`config.mk`:
```
export PLATFORM = sky130hd
export DESIGN_NAME = signed_permutation_checker_core
export DESIGN_NICKNAME = d
export VERILOG_FILES = /design/src/hdl/spc_pkg.sv /design/src/hdl/signed_permutation_checker_core.sv
export SDC_FILE = /design/constraint.sdc
export NUM_CORES = 2
export LEC_CHECK = 0
export ABC_CLOCK_PERIOD_IN_PS = 24000
export BUFFER_PORTS_ARGS = -buffer_cell sky130_fd_sc_hd__buf_2
export CAP_MARGIN = 20
export CORE_MARGIN = 3
export CORE_UTILIZATION = 50
export DETAILED_ROUTE_END_ITERATION = 7
export GPL_ROUTABILITY_DRIVEN = 0
export PLACE_DENSITY_LB_ADDON = 0.12
export SETUP_SLACK_MARGIN = 0.15
export SYNTH_ARGS = -nofsm -noshare
export SYNTH_HDL_FRONTEND = slang
export SYNTH_SLANG_ARGS = --single-unit
```
`constraint.sdc`:
```
create_clock -name i_clk -period 24 [get_ports i_clk]
set_clock_uncertainty 0.05 [all_clocks]
set_input_delay 0 -clock i_clk [delete_from_list [all_inputs] [get_ports i_clk]]
set_output_delay 0 -clock i_clk [all_outputs]
set_load 0.02 [all_outputs]
```
`src/hdl/spc_pkg.sv`:
```
// Shared types for the signed permutation checker.
`default_nettype none

package spc_pkg;

    // Sequencer states.
    typedef enum logic [2:0] {
        ST_CLEAR,
        ST_IDLE,
        ST_LOOKUP,
        ST_SCAN,
        ST_FLUSH
    } t_state;

    // Verdict codes.
    typedef enum logic [2:0] {
        STAT_OK      = 3'd0,
        STAT_ZERO    = 3'd1,
        STAT_LARGE   = 3'd2,
        STAT_DUP     = 3'd3,
        STAT_MISSING = 3'd4
    } t_status;

    localparam int GENE_W  = 16;
    localparam int COUNT_W = 11;
    localparam logic [COUNT_W-1:0] GENE_COUNT_RESET = 11'd1024;

endpackage

`default_nettype wire

```
`src/hdl/signed_permutation_checker_core.sv`:
```
// Signed permutation checker: streams signed genes, tracks seen magnitudes, gives one verdict.
//
// Each word carries one signed gene and a last marker. A gene whose magnitude is zero or
// above the count is handled in the idle state alone. A gene in range needs a read of the
// seen-map memory and, if the gene is new, a write back in the lookup state. On the last
// word the sequencer then sweeps the seen-map one entry per cycle, finding the smallest
// missing number while clearing each entry. The sweep covers the effective count N (the
// smaller of gene_count and MAX_GENES), or the highest gene marked in the list when that
// is larger because gene_count was lowered partway through. The verdict is shown for
// exactly one cycle with o_valid and must be taken then; the receiver cannot stall it.
// After reset the block clears every seen-map entry and holds o_busy high meanwhile;
// gene_count may be written any time the block is idle.
`default_nettype none

module signed_permutation_checker_core #(
    parameter int MAX_GENES = 1024
) (
    input  wire logic                                  i_clk,
    input  wire logic                                  i_rst_n,
    input  wire logic                                  i_cfg_we,
    input  wire logic [spc_pkg::COUNT_W-1:0]           i_cfg_wdata,
    input  wire logic                                  i_start,
    input  wire logic signed [spc_pkg::GENE_W-1:0]     i_gene_value,
    input  wire logic                                  i_is_last,
    output logic                                       o_busy,
    output logic                                       o_valid,
    output logic [2:0]                                 o_status,
    output logic signed [spc_pkg::GENE_W-1:0]          o_bad_value
);

    localparam int AW = (MAX_GENES > 1) ? $clog2(MAX_GENES) : 1;
    localparam int CW = $clog2(MAX_GENES + 1);
    localparam logic [15:0] MAX_N = 16'(MAX_GENES);
    localparam logic [CW-1:0] CLEAR_LAST = CW'(MAX_GENES - 1);

    spc_pkg::t_state  r_state, n_state;
    spc_pkg::t_status r_err, n_err;
    logic [15:0]      r_err_val, n_err_val;

    logic [spc_pkg::COUNT_W-1:0] r_gene_count;
    logic [AW-1:0]    r_addr;
    logic             r_last;
    logic [CW-1:0]    r_cnt, n_cnt;
    logic [CW-1:0]    r_hi;
    logic             r_chk_valid;
    logic [AW-1:0]    r_chk_idx;
    logic             r_rd_data;

    logic             r_out_valid;
    logic [2:0]       r_out_status;
    logic [15:0]      r_out_value;

    logic [15:0]      eff_n;
    logic [15:0]      scan_end;
    logic [16:0]      mag;
    logic             in_zero, in_large, in_range, accept;
    logic             scan_issue;

    logic             mem_re, mem_we, mem_wdata;
    logic [AW-1:0]    mem_raddr, mem_waddr;
    logic             mem [MAX_GENES];

    logic             ev;
    spc_pkg::t_status ev_code;
    logic [15:0]      ev_val;

    // Effective count, sweep length and magnitude of the incoming gene.
    always_comb begin
        eff_n = ({5'd0, r_gene_count} > MAX_N) ? MAX_N : {5'd0, r_gene_count};
        scan_end = (16'(r_hi) > eff_n) ? 16'(r_hi) : eff_n;
        mag = i_gene_value[15] ? (17'd0 - {i_gene_value[15], i_gene_value})
                               : {1'b0, i_gene_value};
        in_zero = (mag == 17'd0);
        in_large = !in_zero && (mag > {1'b0, eff_n});
        in_range = !in_zero && !in_large;
        accept = i_start && (r_state == spc_pkg::ST_IDLE);
        scan_issue = (r_state == spc_pkg::ST_SCAN) && (16'(r_cnt) < scan_end);
    end

    // Next state.
    always_comb begin
        n_state = r_state;
        unique case (r_state)
            spc_pkg::ST_CLEAR: begin
                if (r_cnt == CLEAR_LAST) n_state = spc_pkg::ST_IDLE;
            end
            spc_pkg::ST_IDLE: begin
                if (accept) begin
                    if (in_range) n_state = spc_pkg::ST_LOOKUP;
                    else if (i_is_last) n_state = spc_pkg::ST_SCAN;
                end
            end
            spc_pkg::ST_LOOKUP: begin
                n_state = r_last ? spc_pkg::ST_SCAN : spc_pkg::ST_IDLE;
            end
            spc_pkg::ST_SCAN: begin
                if (!scan_issue) n_state = spc_pkg::ST_FLUSH;
            end
            spc_pkg::ST_FLUSH: begin
                n_state = spc_pkg::ST_IDLE;
            end
            default: n_state = spc_pkg::ST_IDLE;
        endcase
    end

    // Memory controls and counter, driven by the state.
    always_comb begin
        mem_re = 1'b0;
        mem_we = 1'b0;
        mem_wdata = 1'b0;
        mem_raddr = r_cnt[AW-1:0];
        mem_waddr = r_cnt[AW-1:0];
        n_cnt = '0;
        unique case (r_state)
            spc_pkg::ST_CLEAR: begin
                mem_we = 1'b1;
                n_cnt = r_cnt + CW'(1);
            end
            spc_pkg::ST_IDLE: begin
                mem_re = accept && in_range;
                mem_raddr = AW'(mag - 17'd1);
            end
            spc_pkg::ST_LOOKUP: begin
                mem_we = !r_rd_data;
                mem_waddr = r_addr;
                mem_wdata = 1'b1;
            end
            spc_pkg::ST_SCAN: begin
                // Read and clear one entry per cycle.
                mem_re = scan_issue;
                mem_we = scan_issue;
                n_cnt = scan_issue ? (r_cnt + CW'(1)) : r_cnt;
            end
            spc_pkg::ST_FLUSH: begin
                n_cnt = '0;
            end
            default: n_cnt = '0;
        endcase
    end

    // Error events; only the first one of a list is latched.
    always_comb begin
        ev = 1'b0;
        ev_code = spc_pkg::STAT_OK;
        ev_val = 16'd0;
        if (accept && in_zero) begin
            ev = 1'b1;
            ev_code = spc_pkg::STAT_ZERO;
            ev_val = i_gene_value;
        end else if (accept && in_large) begin
            ev = 1'b1;
            ev_code = spc_pkg::STAT_LARGE;
            ev_val = i_gene_value;
        end else if ((r_state == spc_pkg::ST_LOOKUP) && r_rd_data) begin
            ev = 1'b1;
            ev_code = spc_pkg::STAT_DUP;
            ev_val = 16'(r_addr) + 16'd1;
        end else if (r_chk_valid && !r_rd_data) begin
            ev = 1'b1;
            ev_code = spc_pkg::STAT_MISSING;
            ev_val = 16'(r_chk_idx) + 16'd1;
        end
        n_err = r_err;
        n_err_val = r_err_val;
        if (ev && (r_err == spc_pkg::STAT_OK)) begin
            n_err = ev_code;
            n_err_val = ev_val;
        end
    end

    // Control registers.
    always_ff @(posedge i_clk) begin
        if (!i_rst_n) begin
            r_state <= spc_pkg::ST_CLEAR;
            r_cnt <= '0;
            r_hi <= '0;
            r_err <= spc_pkg::STAT_OK;
            r_err_val <= 16'd0;
            r_gene_count <= spc_pkg::GENE_COUNT_RESET;
            r_chk_valid <= 1'b0;
            r_out_valid <= 1'b0;
        end else begin
            r_state <= n_state;
            r_cnt <= n_cnt;
            // Only entries below the count take part in the missing check.
            r_chk_valid <= scan_issue && (16'(r_cnt) < eff_n);
            r_out_valid <= (r_state == spc_pkg::ST_FLUSH);
            if (i_cfg_we) r_gene_count <= i_cfg_wdata;
            // Track the highest gene marked so the sweep clears it even if the count shrinks.
            if (r_state == spc_pkg::ST_FLUSH) begin
                r_hi <= '0;
            end else if ((r_state == spc_pkg::ST_LOOKUP) && ((CW'(r_addr) + CW'(1)) > r_hi)) begin
                r_hi <= CW'(r_addr) + CW'(1);
            end
            if (r_state == spc_pkg::ST_FLUSH) begin
                r_err <= spc_pkg::STAT_OK;
                r_err_val <= 16'd0;
            end else begin
                r_err <= n_err;
                r_err_val <= n_err_val;
            end
        end
    end

    // Payload registers.
    always_ff @(posedge i_clk) begin
        if (accept) begin
            r_addr <= AW'(mag - 17'd1);
            r_last <= i_is_last;
        end
        r_chk_idx <= r_cnt[AW-1:0];
        if (r_state == spc_pkg::ST_FLUSH) begin
            r_out_status <= n_err;
            r_out_value <= (n_err == spc_pkg::STAT_OK) ? 16'd0 : n_err_val;
        end
    end

    // Seen-map memory with registered read; a read sees the value before a same-cycle write.
    always_ff @(posedge i_clk) begin
        if (mem_we) mem[mem_waddr] <= mem_wdata;
        if (mem_re) r_rd_data <= mem[mem_raddr];
    end

    assign o_busy = (r_state != spc_pkg::ST_IDLE);
    assign o_valid = r_out_valid;
    assign o_status = r_out_status;
    assign o_bad_value = r_out_value;

endmodule

`default_nettype wire

```
==> impl_metrics.csv <==
group,metric,value,unit
die,ios,53,
sta,finalHoldViolCount,0,
critical_path,endpoint,"mem[447]",
sta,setup_viol,0,
status,status,"finished clean",
grt,grt_max_degree,260,
critical_path,cp_common_cell,"a21oi_1",
final_layout,area_growth,11.61,%
sta,finalHoldWorstSlack,0.1386,ns
pwr,vdd_drop_max,0.06109,mV
final_layout,final_util,56.40,%
clock_network,cts_root_buffer,"clkbuf_16",
critical_path,worstPathCellList,"inv_1, nand2_1, ha_1, nand4_1, nor2_1, a211o_1, a21oi_1, a21oi_1, mux2_2, ha_1, a21o_1, a21oi_1, nor2b_1, o21ai_0, a41o_1, a31oi_1, a21oi_2, nand2_1, buf_16, nor2_1",
die,initial_core_util,50.53,%
die,die-area,107200,um^2
placement,dp_hpwl,79.33,mm
critical_path,r2r_slack,17.33,ns
critical_path,timing.rr.start,"r_gene_count[10]",
grt,grtUsageTotal,27.48,%
pwr,leakagePower,17.21,nW
synthesis,synth_area,51630,um^2
run,max_cap_violations,0,
sta,min_period,6.675,ns
placement,portBuffers,52,
clock_network,cts_buffer_depth,3,
synthesis,syn-num-nets,4689,
pwr,p_per_area,70.25,nW/um^2
critical_path,critPathMaxFanout,18,
drt,route.vias.total,35870,
drt,wirelength,148.4,mm
placement,placed_area,53040,um^2
final_layout,design_area,57630,um^2
final_layout,nNetsFinal,4636,
drt,vias_per_cell,5.963,
synthesis,ys_types,86,
critical_path,critPathMaxStageDelay,0.90,ns
clock_network,ctsHtreeMaxLevel,3,
synthesis,syn_avg_cell_area,11.23,um^2
clock_network,clkSinkCount,1122,
grt,grt_antenna_before_repair,4,
clock_network,clk_pin_slew,0.06,ns
drt,drtIter0Drc,4006,
die,die_w,327.4,um
synthesis,async_flop_share,0,%
drt,dr.pass1.iters,6,
critical_path,crit_start,"r_gene_count[10]",
drt,drt-wirelength-per-cell,24.67,um
critical_path,crit_path_top_delay_cell,"a21oi_2",
sta,grt_setup_unrepaired,"no",
synthesis,synthCells,4598,
min_path,hold_class,"in2reg",
die,core-area,102200,um^2
placement,placed_cells,5716,
grt,grt_pass1_vias,34224,
synthesis,yosysWarningCount,0,
clock_network,cts-buffers-inserted,117,
final_layout,layout-drive-gt1-share,10.40,%
sta,fmax,0.1498,GHz
critical_path,crit_type,"reg2reg",
synthesis,seq_area_frac_synth,63.95,%
critical_path,arrival,7.03,ns
drt,drc,0,
sta,max_slew_margin,16.61,%
die,rows,117,
sta,worst_pin_slew,1.251,ns
sta,tns,0,ns
synthesis,ys.flop_type,"edfxtp_1",
sta,finalCritPeriodShare,27.81,%
critical_path,start_kind,"flop",
critical_path,r2r_cells,20,
grt,overflow,0,
critical_path,worstPathRequired,24.35,ns
clock_network,cts_tree,"built",
die,die_y,327.4,um
drt,ant_nets,0,
sta,drv_slew,0,
final_layout,layoutNonFillerInstCount,6015,
synthesis,ys_seq_elements,1122,
grt,grt_pass1_wl,220.8,mm
critical_path,end_kind,"flop",
clock_network,clk-insertion-delay-late,0.71,ns
critical_path,regToRegEndpoint,"mem[447]",
synthesis,synth_edf_count,1055,
-- cells in the final DEF (no fill, tap or decap), types with 26 or more instances in the layout --
master         synthesis  layout
nand3_1              299     299
a31oi_1               59      59
dlygate4sd3_1          0      61
dfxtp_1               67      67
a311oi_1              44      44
nand2_2                2      33
edfxtp_1            1055    1055
clkinv_1               0      36
buf_2                 92      52
nor2_1              1152    1150
ha_1                  59      59
clkbuf_16              0     120
nor2b_1               29      29
a21oi_1               50      48
mux2i_1              101      98
buf_4                  5      81
nand2_1              731     699
and3_1                54      54
o21ai_0               37      35
nand4_1               26      26
xnor2_1               26      26
inv_1                 33      33
nor3_1                26      26
mux4_2                95      95
clkbuf_1             269      32
-- power by group --
part / internal (W) / leakage [nW] / total (W) / switching (W)
Clock: 0.000962 / 1.74 / 0.00172 / 0.000754
Combinational: 0.0000732 / 7.37 / 0.000219 / 0.000146
Sequential: 0.00211 / 8.10 / 0.00211 / 0.00000303
Total: 0.00315 / 17.2 / 0.00405 / 0.000903
-- worst min-delay path by stage --
stage | startpoint | endpoint | slack (ns) | depth (start not counted)
global route | i_gene_value[6] | r_err_val[6] | 0.17 | 4
CTS | i_gene_value[6] | r_err_val[6] | 0.11 | 4
global placement | i_is_last | r_last | 0.18 | 1
detailed placement | i_is_last | r_last | 0.18 | 1
finish | i_gene_value[6] | r_err_val[6] | 0.14 | 4
floorplan | i_is_last | r_last | 0.05 | 0
-- metal layers --
metal  share of wire [%]  routed length (um)  vias to the layer above  track usage, %
li1                    -                   -                    16142               -
met1                  41               61530                    18046           37.95
met2                  47               70040                     1399           44.54
met3                 7.9               11740                      279           4.660
met4                 3.4                5032                        4           9.003
met5               0.018                  27                        -               0
-- registers in the layout, indices dropped and copies added, names as in the netlist, 10 cells and up --
| name | count |
|---|---|
| r_addr | 10 |
| r_err_val | 16 |
| r_cnt | 11 |
| o_bad_value | 16 |
| r_chk_idx | 10 |
| r_gene_count | 11 |
| r_hi | 11 |
| mem | 1024 |
-- worst max-delay path, delay by kind of cell (launching register included) --
family | cells | cell delay [ns]
AND/OR/NAND/NOR | 6 | 1.40
adder cells (fa/ha/maj) | 2 | 0.66
multiplexers | 1 | 0.41
AO/OA/AOI/OAI | 9 | 2.79
buffers and inverters | 2 | 0.70
flip-flops | 1 | 0.34
-- cell type report --
class                      count  area, um^2
multi-input combinational   3047       17020
tap                         1368        1712
sequential                  1122       33020
antenna                        3       7.507
clock inverter                63       399.1
inverter                      35       138.9
fill                        8927       44550
timing repair buffer         222        2167
clock buffer                 155        3164
-- cells in the mapped netlist (all sizes together), types with 8 or more instances --
cell type	instances	area, um^2
a211oi	9	67.56
a21o	10	75.07
a21oi	51	259.0
a221oi	14	128.9
a22oi	18	135.1
a311oi	44	385.4
a31oi	59	369.1
a32oi	15	131.4
and2	14	87.59
and3	54	337.8
buf	125	648.1
clkbuf	269	1010
dfxtp	67	1341
edfxtp	1055	31680
ha	59	738.2
inv	35	131.4
mux2	11	123.9
mux2i	101	1011
mux4	95	2140
nand2	733	2756
nand2b	8	57.55
nand3	299	1496
nand3b	9	67.56
nand4	26	162.7
nor2	1152	4324
nor2b	29	181.4
nor3	29	166.4
nor4	13	96.34
o211ai	8	60.06
o21a	15	112.6
o21ai	40	204.0
o31ai	9	67.56
xnor2	26	227.7
xor2	18	165.2
-- metrics by stage --
step	power [W]	setup WS, ns
5_1_grt	0.004158	16.94
6_report	0.004048	17.33
4_1_cts	0.004068	17.25
3_3_place_gp	0.002364	17.36
3_5_place_dp	0.002365	17.27
2_1_floorplan	0.002293	4.071
-- timing repair --
item	4_1_cts	5_1_grt
buffers inserted	0	0
endpoints found under the setup margin	0	0
hold buffers	61	0
hold endpoints to repair	80	0
resized for setup	0	0
-- logic make-up after synthesis --
logic type,after synthesis,synth area share [%]
compound gates,340,4.672
xor+xnor,45,0.8045
fa+ha+maj,59,1.430
buf+inv,429,3.465
flops,1122,63.95
mux,207,6.341
simple gates,2396,19.33
Note: power is estimated with default switching activity, not from simulation.
